### config.mk
export PLATFORM = sky130hd
export DESIGN_NAME = nec_ir_frame_decoder
export DESIGN_NICKNAME = d
export VERILOG_FILES = /design/src/hdl/nec_ir_pkg.sv /design/src/hdl/nec_ir_frame_decoder.sv /design/src/hdl/nec_ir_classify.sv /design/src/hdl/nec_ir_queue.sv /design/src/hdl/nec_ir_decode.sv
export SDC_FILE = /design/constraint.sdc
export NUM_CORES = 1
export LEC_CHECK = 0
export BUFFER_PORTS_ARGS = -buffer_cell sky130_fd_sc_hd__buf_2
export CAP_MARGIN = 20
export CORE_MARGIN = 3
export CORE_UTILIZATION = 50
export CTS_BUF_LIST = sky130_fd_sc_hd__clkbuf_8
export CTS_CLUSTER_DIAMETER = 120
export CTS_CLUSTER_SIZE = 10
export DETAILED_ROUTE_END_ITERATION = 10
export GPL_ROUTABILITY_DRIVEN = 0
export PLACE_DENSITY = 0.67
export SLEW_MARGIN = 20
export SYNTH_ARGS = -nofsm -noshare
export SYNTH_HDL_FRONTEND = slang
export SYNTH_SLANG_ARGS = --single-unit
### constraint.sdc
create_clock -name clk -period 10.66 [get_ports clk]
set_input_delay 0.533 -clock clk [delete_from_list [all_inputs] [get_ports clk]]
set_output_delay 0.533 -clock clk [all_outputs]
set_load 0.03 [all_outputs]
### src/hdl/nec_ir_pkg.sv
// Shared types and constants for the NEC IR frame decoder.
// No dependencies; imported by every module of the block.
package nec_ir_pkg;

  localparam int TICK_W     = 16;
  localparam int CFG_IDX_W  = 3;
  localparam int FRAME_BITS = 32;
  localparam int BIT_CNT_W  = $clog2(FRAME_BITS);
  localparam int BYTE_W     = 8;
  localparam int QUEUE_DEPTH = 2;
  localparam int QPTR_W     = $clog2(QUEUE_DEPTH);
  localparam int QCNT_W     = $clog2(QUEUE_DEPTH + 1);

  typedef enum logic [CFG_IDX_W-1:0] {
    REG_START_NOM  = 3'd0,
    REG_REPEAT_NOM = 3'd1,
    REG_HDR_TOL    = 3'd2,
    REG_ZERO_NOM   = 3'd3,
    REG_ONE_NOM    = 3'd4,
    REG_BIT_TOL    = 3'd5
  } cfg_reg_t;

  localparam logic [TICK_W-1:0] START_NOM_RST  = 16'd13500;
  localparam logic [TICK_W-1:0] REPEAT_NOM_RST = 16'd11250;
  localparam logic [TICK_W-1:0] HDR_TOL_RST    = 16'd900;
  localparam logic [TICK_W-1:0] ZERO_NOM_RST   = 16'd1120;
  localparam logic [TICK_W-1:0] ONE_NOM_RST    = 16'd2250;
  localparam logic [TICK_W-1:0] BIT_TOL_RST    = 16'd500;

  // Priorities already resolved: start beats repeat, zero beats one.
  typedef struct packed {
    logic is_start;
    logic is_repeat;
    logic is_zero;
    logic is_one;
  } edge_class_t;

  typedef enum logic [1:0] {
    PH_IDLE   = 2'd0,
    PH_LEADER = 2'd1,
    PH_DATA   = 2'd2
  } phase_t;

  // [nom - tol, nom + tol], low end saturating at zero, high end unwrapped
  function automatic logic in_window(logic [TICK_W-1:0] t, logic [TICK_W-1:0] nom,
                                     logic [TICK_W-1:0] tol);
    logic [TICK_W:0] lo;
    logic [TICK_W:0] hi;
    lo = (nom > tol) ? {1'b0, nom - tol} : '0;
    hi = {1'b0, nom} + {1'b0, tol};
    return ({1'b0, t} >= lo) && ({1'b0, t} <= hi);
  endfunction

endpackage

### src/hdl/nec_ir_frame_decoder.sv
// Top level of the NEC IR frame decoder: front classifier, edge queue, back decoder.
// Depends on nec_ir_pkg, nec_ir_classify, nec_ir_queue, nec_ir_decode.
//
// One word per falling edge of the IR line, carrying the tick count since the
// previous edge; one result word per input word. A word is taken every cycle
// while the two-entry edge queue has room; its result passes through the queue
// and then the result register. The front end compares each interval against
// the four timing windows in the same cycle it is taken; the back end steps the
// frame state machine once per queued word. The user must write the timing
// registers through the cfg port only while no word is in flight; the block
// does not enforce this. Writes to unused indexes are dropped.
module nec_ir_frame_decoder
  import nec_ir_pkg::*;
(
  input  logic                 clk,
  input  logic                 rst_n,
  input  logic                 in_tvalid,
  output logic                 in_tready,
  input  logic [15:0]          in_tdata,   // [15:0] interval_ticks
  output logic                 out_tvalid,
  input  logic                 out_tready,
  output logic [15:0]          out_tdata,  // [7:0] address, [15:8] command
  output logic [1:0]           out_tuser,  // [0] frame_valid, [1] repeat_code
  input  logic                 cfg_we,
  input  logic [CFG_IDX_W-1:0] cfg_index,
  input  logic [TICK_W-1:0]    cfg_wdata
);

  edge_class_t cls, q_data;
  logic        q_full, q_valid, q_pop, push;

  assign in_tready = ~q_full;
  assign push      = in_tvalid & in_tready;

  nec_ir_classify u_classify (
    .clk       (clk),
    .rst_n     (rst_n),
    .cfg_we    (cfg_we),
    .cfg_index (cfg_index),
    .cfg_wdata (cfg_wdata),
    .ticks     (in_tdata),
    .cls       (cls)
  );

  nec_ir_queue u_queue (
    .clk       (clk),
    .rst_n     (rst_n),
    .push      (push),
    .push_data (cls),
    .full      (q_full),
    .pop       (q_pop),
    .not_empty (q_valid),
    .pop_data  (q_data)
  );

  nec_ir_decode u_decode (
    .clk        (clk),
    .rst_n      (rst_n),
    .q_valid    (q_valid),
    .q_data     (q_data),
    .q_pop      (q_pop),
    .out_tvalid (out_tvalid),
    .out_tready (out_tready),
    .out_tdata  (out_tdata),
    .out_tuser  (out_tuser)
  );

endmodule

### src/hdl/nec_ir_classify.sv
// Front end: holds the timing registers and classifies each interval word.
// Depends on nec_ir_pkg.
module nec_ir_classify
  import nec_ir_pkg::*;
(
  input  logic                 clk,
  input  logic                 rst_n,
  input  logic                 cfg_we,
  input  logic [CFG_IDX_W-1:0] cfg_index,
  input  logic [TICK_W-1:0]    cfg_wdata,
  input  logic [TICK_W-1:0]    ticks,
  output edge_class_t          cls
);

  logic [TICK_W-1:0] start_nom_r, repeat_nom_r, hdr_tol_r;
  logic [TICK_W-1:0] zero_nom_r, one_nom_r, bit_tol_r;
  logic start_hit, repeat_hit, zero_hit, one_hit;

  always_ff @(posedge clk) begin
    if (!rst_n) begin
      start_nom_r  <= START_NOM_RST;
      repeat_nom_r <= REPEAT_NOM_RST;
      hdr_tol_r    <= HDR_TOL_RST;
      zero_nom_r   <= ZERO_NOM_RST;
      one_nom_r    <= ONE_NOM_RST;
      bit_tol_r    <= BIT_TOL_RST;
    end else if (cfg_we) begin
      unique case (cfg_index)
        REG_START_NOM:  start_nom_r  <= cfg_wdata;
        REG_REPEAT_NOM: repeat_nom_r <= cfg_wdata;
        REG_HDR_TOL:    hdr_tol_r    <= cfg_wdata;
        REG_ZERO_NOM:   zero_nom_r   <= cfg_wdata;
        REG_ONE_NOM:    one_nom_r    <= cfg_wdata;
        REG_BIT_TOL:    bit_tol_r    <= cfg_wdata;
        default: ;
      endcase
    end
  end

  assign start_hit  = in_window(ticks, start_nom_r, hdr_tol_r);
  assign repeat_hit = in_window(ticks, repeat_nom_r, hdr_tol_r);
  assign zero_hit   = in_window(ticks, zero_nom_r, bit_tol_r);
  assign one_hit    = in_window(ticks, one_nom_r, bit_tol_r);

  always_comb begin
    cls.is_start  = start_hit;
    cls.is_repeat = repeat_hit & ~start_hit;
    cls.is_zero   = zero_hit;
    cls.is_one    = one_hit & ~zero_hit;
  end

endmodule

### src/hdl/nec_ir_queue.sv
// Short queue of classified edges between front and back ends.
// Depends on nec_ir_pkg.
module nec_ir_queue
  import nec_ir_pkg::*;
(
  input  logic        clk,
  input  logic        rst_n,
  input  logic        push,
  input  edge_class_t push_data,
  output logic        full,
  input  logic        pop,
  output logic        not_empty,
  output edge_class_t pop_data
);

  edge_class_t       mem [QUEUE_DEPTH];
  logic [QPTR_W-1:0] wr_ptr_r, wr_ptr_nxt;
  logic [QPTR_W-1:0] rd_ptr_r, rd_ptr_nxt;
  logic [QCNT_W-1:0] cnt_r, cnt_nxt;

  assign full      = (cnt_r == QCNT_W'(QUEUE_DEPTH));
  assign not_empty = (cnt_r != '0);
  assign pop_data  = mem[rd_ptr_r];

  always_comb begin
    wr_ptr_nxt = push ? wr_ptr_r + 1'b1 : wr_ptr_r;
    rd_ptr_nxt = pop ? rd_ptr_r + 1'b1 : rd_ptr_r;
    cnt_nxt    = cnt_r + QCNT_W'(push) - QCNT_W'(pop);
  end

  always_ff @(posedge clk) begin
    if (push) begin
      mem[wr_ptr_r] <= push_data;
    end
  end

  always_ff @(posedge clk) begin
    if (!rst_n) begin
      wr_ptr_r <= '0;
      rd_ptr_r <= '0;
      cnt_r    <= '0;
    end else begin
      wr_ptr_r <= wr_ptr_nxt;
      rd_ptr_r <= rd_ptr_nxt;
      cnt_r    <= cnt_nxt;
    end
  end

endmodule

### src/hdl/nec_ir_decode.sv
// Back end: frame state machine, bit assembly, complement check, result register.
// Depends on nec_ir_pkg.
module nec_ir_decode
  import nec_ir_pkg::*;
(
  input  logic              clk,
  input  logic              rst_n,
  input  logic              q_valid,
  input  edge_class_t       q_data,
  output logic              q_pop,
  output logic              out_tvalid,
  input  logic              out_tready,
  output logic [2*BYTE_W-1:0] out_tdata,
  output logic [1:0]        out_tuser
);

  phase_t                  phase_r, phase_nxt;
  logic [BIT_CNT_W-1:0]    cnt_r, cnt_nxt;
  logic [FRAME_BITS-1:0]   bits_r, bits_nxt;
  logic [BYTE_W-1:0]       addr_r, addr_nxt, cmd_r, cmd_nxt;
  logic                    out_valid_r, valid_nxt, rep_nxt;
  logic                    frame_r, rep_r;
  logic                    bit_ok, last_bit, check_ok;

  // a new word goes in whenever the result register is free or being drained
  assign q_pop    = q_valid && (!out_valid_r || out_tready);
  assign bit_ok   = q_data.is_zero | q_data.is_one;
  assign last_bit = (cnt_r == BIT_CNT_W'(FRAME_BITS - 1));

  always_comb begin
    phase_nxt = phase_r;
    unique case (phase_r)
      PH_LEADER: begin
        if (q_data.is_start) begin
          phase_nxt = PH_DATA;
        end else if (q_data.is_repeat) begin
          phase_nxt = PH_IDLE;
        end
      end
      PH_DATA: begin
        if (!bit_ok) begin
          phase_nxt = PH_LEADER;
        end else if (last_bit) begin
          phase_nxt = PH_IDLE;
        end
      end
      default: phase_nxt = PH_LEADER;
    endcase
  end

  always_comb begin
    bits_nxt  = bits_r;
    cnt_nxt   = cnt_r;
    addr_nxt  = addr_r;
    cmd_nxt   = cmd_r;
    valid_nxt = 1'b0;
    rep_nxt   = 1'b0;
    check_ok  = 1'b0;
    unique case (phase_r)
      PH_LEADER: begin
        if (q_data.is_start) begin
          cnt_nxt = '0;
        end else if (q_data.is_repeat) begin
          rep_nxt = 1'b1;
        end
      end
      PH_DATA: begin
        if (bit_ok) begin
          bits_nxt[cnt_r] = q_data.is_one;
          cnt_nxt = cnt_r + 1'b1;
          // byte1 = ~byte0, byte3 = ~byte2
          check_ok = (bits_nxt[15:8] == ~bits_nxt[7:0]) &&
                     (bits_nxt[31:24] == ~bits_nxt[23:16]);
          if (last_bit && check_ok) begin
            addr_nxt  = bits_nxt[7:0];
            cmd_nxt   = bits_nxt[23:16];
            valid_nxt = 1'b1;
          end
        end else begin
          cnt_nxt = '0;
        end
      end
      default: ;
    endcase
  end

  always_ff @(posedge clk) begin
    if (!rst_n) begin
      phase_r     <= PH_IDLE;
      cnt_r       <= '0;
      bits_r      <= '0;
      addr_r      <= '0;
      cmd_r       <= '0;
      out_valid_r <= 1'b0;
      frame_r     <= 1'b0;
      rep_r       <= 1'b0;
    end else begin
      if (q_pop) begin
        phase_r     <= phase_nxt;
        cnt_r       <= cnt_nxt;
        bits_r      <= bits_nxt;
        addr_r      <= addr_nxt;
        cmd_r       <= cmd_nxt;
        frame_r     <= valid_nxt;
        rep_r       <= rep_nxt;
        out_valid_r <= 1'b1;
      end else if (out_tready) begin
        out_valid_r <= 1'b0;
      end
    end
  end

  // held address/command only move on a pop, so they are stable while stalled
  assign out_tvalid = out_valid_r;
  assign out_tdata  = {cmd_r, addr_r};
  assign out_tuser  = {rep_r, frame_r};

endmodule

Word level (Yosys, flattened, before mapping) --
Memories as Yosys holds them, arrays and structs flattened. A register that Yosys moved wholly into a read port is not among the register bits. Index checks and enable logic that the tools add are counted.
Cells by class: add/sub/neg operators 13, magnitude comparators 14, equal/unequal tests 14, multiplexer cells 27, bitwise operators 9, reductions and logical operators 24
Operators with widths (count):
- 16-bit by 16-bit adder with 17-bit output | 4
- 16-bit by 17-bit greater-or-equal comparator with 1-bit output | 4
- 16-bit by 17-bit less-or-equal comparator with 1-bit output | 4
- 16-bit > comparator | 4
- 16-bit 2-to-1 mux | 4
- 16-bit subtractor | 4
- 32-bit bitwise mux | 1
- 8-bit equality test | 2
- 8-bit inverter | 2
- 1-bit 2-to-1 mux | 13
- 2-bit AND reduction | 6
- 5-bit 2-to-1 mux | 2
- 5-bit one-hot mux with 2 select lines | 1
- 3-bit AND reduction | 3
- 1-bit logical AND | 8
- 2-bit 2-to-1 mux | 4
- 3-bit by 2-bit equality test with 1-bit output (second input constant) | 2
- 3-bit equality test (second input constant) | 2
- 5-bit by 6-bit less-than comparator with 1-bit output (second input constant) | 1
- 3-bit != test (second input constant) | 2
- 2-bit nonzero test | 3
- 5-bit by 1-bit adder with 5-bit output (second input constant) | 1
- 1-bit demux with 5-bit select | 1
- 5-bit equality test (second input constant) | 1
- other kinds (16) | 22
Storage, ports and cells: register bits 158, RAM bits 8, memories kept 1
Memory list:
- u_queue.mem | depth 2, width 4, read ports 1, clocked after memory_dff 1, write ports 1, line nec_ir_queue.sv:16 | edge_class_t mem [QUEUE_DEPTH];

Longest topological paths before layout --
depth after elaboration 12, depth in mapped cells 21, depth with buffers taken out 20

Cells and area by module --
Synthesis repeated with hierarchy kept, for this count alone.
Unflattened totals: cell total of the unflattened synthesis 2174, area, all modules 16913.7 um^2
By module, submodules not included:
- nec_ir_classify | instances 1, cells an instance 1674, area each 12640.9 um^2, seq. area each 1921.8 um^2
- nec_ir_decode | instances 1, cells an instance 465, area each 3749.8 um^2, seq. area each 1161.1 um^2
- nec_ir_queue | instances 1, cells an instance 33, area each 513.0 um^2, seq. area each 340.3 um^2
- nec_ir_frame_decoder | instances 1, cells an instance 2, area each 10.0 um^2, seq. area each 0.0 um^2

Least setup slack after synthesis --
No wires, ideal clock.
path kind register to register, from register u_classify.hdr_tol_r[1], to memory u_queue.mem[0][2] (netlist bit) (data pin), library setup time 0.184 ns, data arrival time 4.207 ns, data required time 10.476 ns, setup slack 6.270 ns, stages on the path, launching flop included 20, buffers on the path 0, clock period less this slack 4.390 ns, cell sequence dfxtp_1 inv_1 ha_1 nand2b_1 a21oi_1 o21ba_2 o41ai_1 o31a_1 a221oi_1 nor4_1 a311oi_1 ha_1 nand3_1 nor2_1 a31oi_1 o21a_1 o21ai_0 or4b_2 and3_1 a211oi_1
RTL lines:
- start: declaration | line nec_ir_classify.sv:15 | logic [TICK_W-1:0] start_nom_r, repeat_nom_r, hdr_tol_r;
- start signal: assignment | line nec_ir_classify.sv:31 | REG_HDR_TOL: hdr_tol_r <= cfg_wdata;
- end: declaration | line nec_ir_queue.sv:16

==> flow_metrics.py <==
metrics = {
    "logic_synthesis": {
        "synth.most_common_cell": "nand2_1",
        "synth_area_leaders": "ha_1, dfxtp_1, a21oi_1",
        "synth_flop_cell": "dfxtp_1",
        "synth_edf_count": 8,
        "yosys.area.top_type": "ha_1",
        "synth.distinct_cells": 76,
        "synth_top_cell_area_share_pct": 20.5,
        "ys_seq_area_share_pct": 21.2,
        "yosys-top-cells-count": "nand2_1, ha_1, a21oi_1",
        "synthCells": 2108,
        "synth-warning-count": 0,
        "synthArstFlopShare_pct": 0,
        "syn_area_per_cell_um2": 7.67,
        "synth_area_mm2": 0.0162,
        "ys_ff_latch": 167,
        "synthesis.nets": 2421,
    },
    "placement": {
        "hpwl_mm": 35.7,
        "dp_cells": 2470,
        "place_area_mm2": 0.0166,
        "io_buffer_count": 59,
    },
    "clocking": {
        "ctsResizeCount": 0,
        "clk_latency_ns": 0.51,
        "tritoncts": "built",
        "cts-buffers-inserted": 17,
        "post_cts_buffers": 0,
        "cts_hold_buf": 0,
        "path_clk_slew_ns": 0.13,
        "clock-sinks": 167,
        "clock_path_buffers": 2,
        "htree_levels": 4,
        "cts_root_buf": "clkbuf_8",
    },
    "floorplan": {
        "die_h_um": 186,
        "io_pins": 60,
        "start_util_pct": 51.0,
        "rows": 65,
        "chipWidth_um": 186,
        "dieArea_mm2": 0.0345,
        "core-area_mm2": 0.0317,
    },
    "timing": {
        "post-route-period-util_pct": 48.1,
        "setup-violations-final": 0,
        "rsz0062_at_grt": "false",
        "max_freq_mhz": 195,
        "min_period_ns": 5.13,
        "tightestPinTransition_ns": 1.04,
        "clock_skew_ns": 0.0303,
        "slew_viol_final": 0,
        "maxSlewHeadroom_pct": 30.5,
        "tns_ns": 0,
        "hold_slack_ns": 0.340,
        "hold_viol_final": 0,
    },
    "grt": {
        "gr-total-overflow": 0,
        "antenna_found_initial": 1,
        "first_global_vias": 13592,
        "grt_pass1_wl_mm": 72.9,
        "grtUsageTotal_pct": 26.3,
        "grt_max_degree": 79,
    },
    "layout": {
        "final_cells": 2502,
        "register_area_mm2": 0.00342,
        "diodes": 0,
        "fin_area_mm2": 0.0170,
        "fillerInstances": 3061,
        "nNetsFinal": 2400,
        "multiInputGateArea_mm2": 0.0119,
        "drive_gt1_share_pct": 6.19,
        "area_delta_synth_final_pct": 5.25,
    },
    "power_and_ir_drop": {
        "ir_drop_mv": 0.0860,
        "leakagePower_uw": 0.00730,
        "power_density_mw_per_mm2": 102,
    },
    "drt": {
        "drc": 0,
        "ant_nets": 0,
        "wl_per_cell_um": 18.6,
        "drtPass1Iterations": 5,
        "via_per_inst": 5.98,
        "vias": 14970,
        "drtIter0Drc": 1059,
        "wl_mm": 46.4,
    },
    "worst_setup_path": {
        "timing.critical_path.mode_cell": "ha_1",
        "path_max_fanout": 8,
        "end_kind": "flop",
        "critPathLaunchType": "flop",
        "worst_ep_required_time_ns": 10.95,
        "cp.arrival_ns": 5.41,
        "critPathKind": "flop to flop",
        "cpPeakStageDelay_ns": 0.86,
        "cp_cell_sequence": "inv_1 > ha_1 > nor2b_1 > o31a_1 > o21ai_0 > a21oi_1 > a2111oi_0 > or2_2 > xnor2_1 > nand2_1 > ha_1 > a21o_1 > a221o_1 > a31oi_1 > o31ai_1 > and3_1 > a211oi_1",
        "critPathSlowestCell": "a2111oi_0",
    },
    "min_path": {
        "hold_path_class": "input pin to flop",
    },
    "run_status": {
        "outcome": "completed",
    },
    "flow_run": {
        "drv_cap": 0,
    },
}
-- worst max-delay path: cells and delay by family (launching register included) --
family,cells,cell delay [ns]
and+or+nand+nor,4,0.72
buffers and inverters,1,0.13
adders and majority gates,2,0.67
xor gates and xnor gates,1,0.12
DFF,1,0.62
AOI/OAI and AO/OA,9,2.65
-- state kept, by name, summed over array words and instances, names as in the netlist, named ones only --
register                 flops
u_classify.zero_nom_r       16
u_decode.out_tvalid          1
u_queue.wr_ptr_r             1
u_decode.cmd_r               8
u_decode.bits_r             32
u_queue.cnt_r                2
u_classify.hdr_tol_r        16
u_decode.phase_r             2
u_classify.start_nom_r      16
u_decode.addr_r              8
u_decode.cnt_r               5
u_classify.repeat_nom_r     16
u_queue.rd_ptr_r             1
u_classify.bit_tol_r        16
u_classify.one_nom_r        16
u_queue.mem                  8
u_decode.frame_r             1
u_decode.rep_r               1
-- through the flow --
stage / total power [uW] / utilization (%) / setup WS [ns]
floorplan: 1130 / - / 6.27
global placement: 1260 / 52.4 / 5.90
CTS: 1740 / 53.6 / 5.60
detailed placement: 1280 / 52.4 / 5.64
finish: 1740 / 53.6 / 5.53
global route: 1850 / 53.6 / 5.13
-- cell type report --
type	count	area share (%)
clock buffers	17	1.38
repair buffers	72	2.31
flip-flops and latches	167	20.1
clock inverters	15	0.927
inverters	113	2.51
multi-input cells	1716	69.8
well taps	402	2.96
-- power by group --
group          internal [uW]  total [uW]  switching, uW  leakage [uW]
Combinational            237         598            361       0.00574
Sequential               656         678           21.9       0.00137
Clock                    175         466            291      0.000195
-- cell usage in the layout, fill, tap and decap left out, drive strengths merged, types with 7 or more instances in the layout --
master,count
nand2,291
ha,265
a21oi,222
nor2,170
dfxtp,159
inv,119
xnor2,91
buf,72
o21ai,70
nand3,63
nor3,40
mux2i,37
a21o,36
nor2b,32
nand4,29
a31oi,28
nand2b,27
o211ai,26
o21a,25
xor2,25
o21bai,22
a311oi,21
clkbuf,17
or3,16
nand3b,15
and3,11
nor4,10
or4,9
a221oi,9
a211oi,8
fa,8
edfxtp,8
clkinv,8
and2,7
o31ai,7
-- worst paths after layout --
| check | depth (start not counted) | end | startpoint | slack (ns) |
|---|---|---|---|---|
| worst min register to register | 2 | u_decode.bits_r[19] | u_decode.bits_r[19] | 0.47 |
| worst min-delay path | 3 | u_classify.one_nom_r[15] | cfg_wdata[15] | 0.34 |
| worst max-delay path | 17 | u_queue.mem[1][2] | u_classify.hdr_tol_r[1] | 5.53 |
| worst max register to register | 17 | u_queue.mem[1][2] | u_classify.hdr_tol_r[1] | 5.53 |
-- kinds of logic (layout without fill, tap and decap cells) --
kind of cell	count (synthesis)	count (layout)	share of synthesized area [%]
muxes	43	43	2.93
DFF	167	167	21.2
adders and majority gates	273	273	21.5
AOI/OAI and AO/OA	550	550	21.8
and+or+nand+nor	734	734	20.8
buffers and inverters	225	217	5.43
xor gates and xnor gates	116	116	6.29
-- routing by layer --
layer  GRT usage, %  wire [um]
met2           43.3      21500
met3           3.15       2390
met4           7.36        942
met5              0         17
met1           36.5      21600
Note: power is estimated with default switching activity, not from simulation.
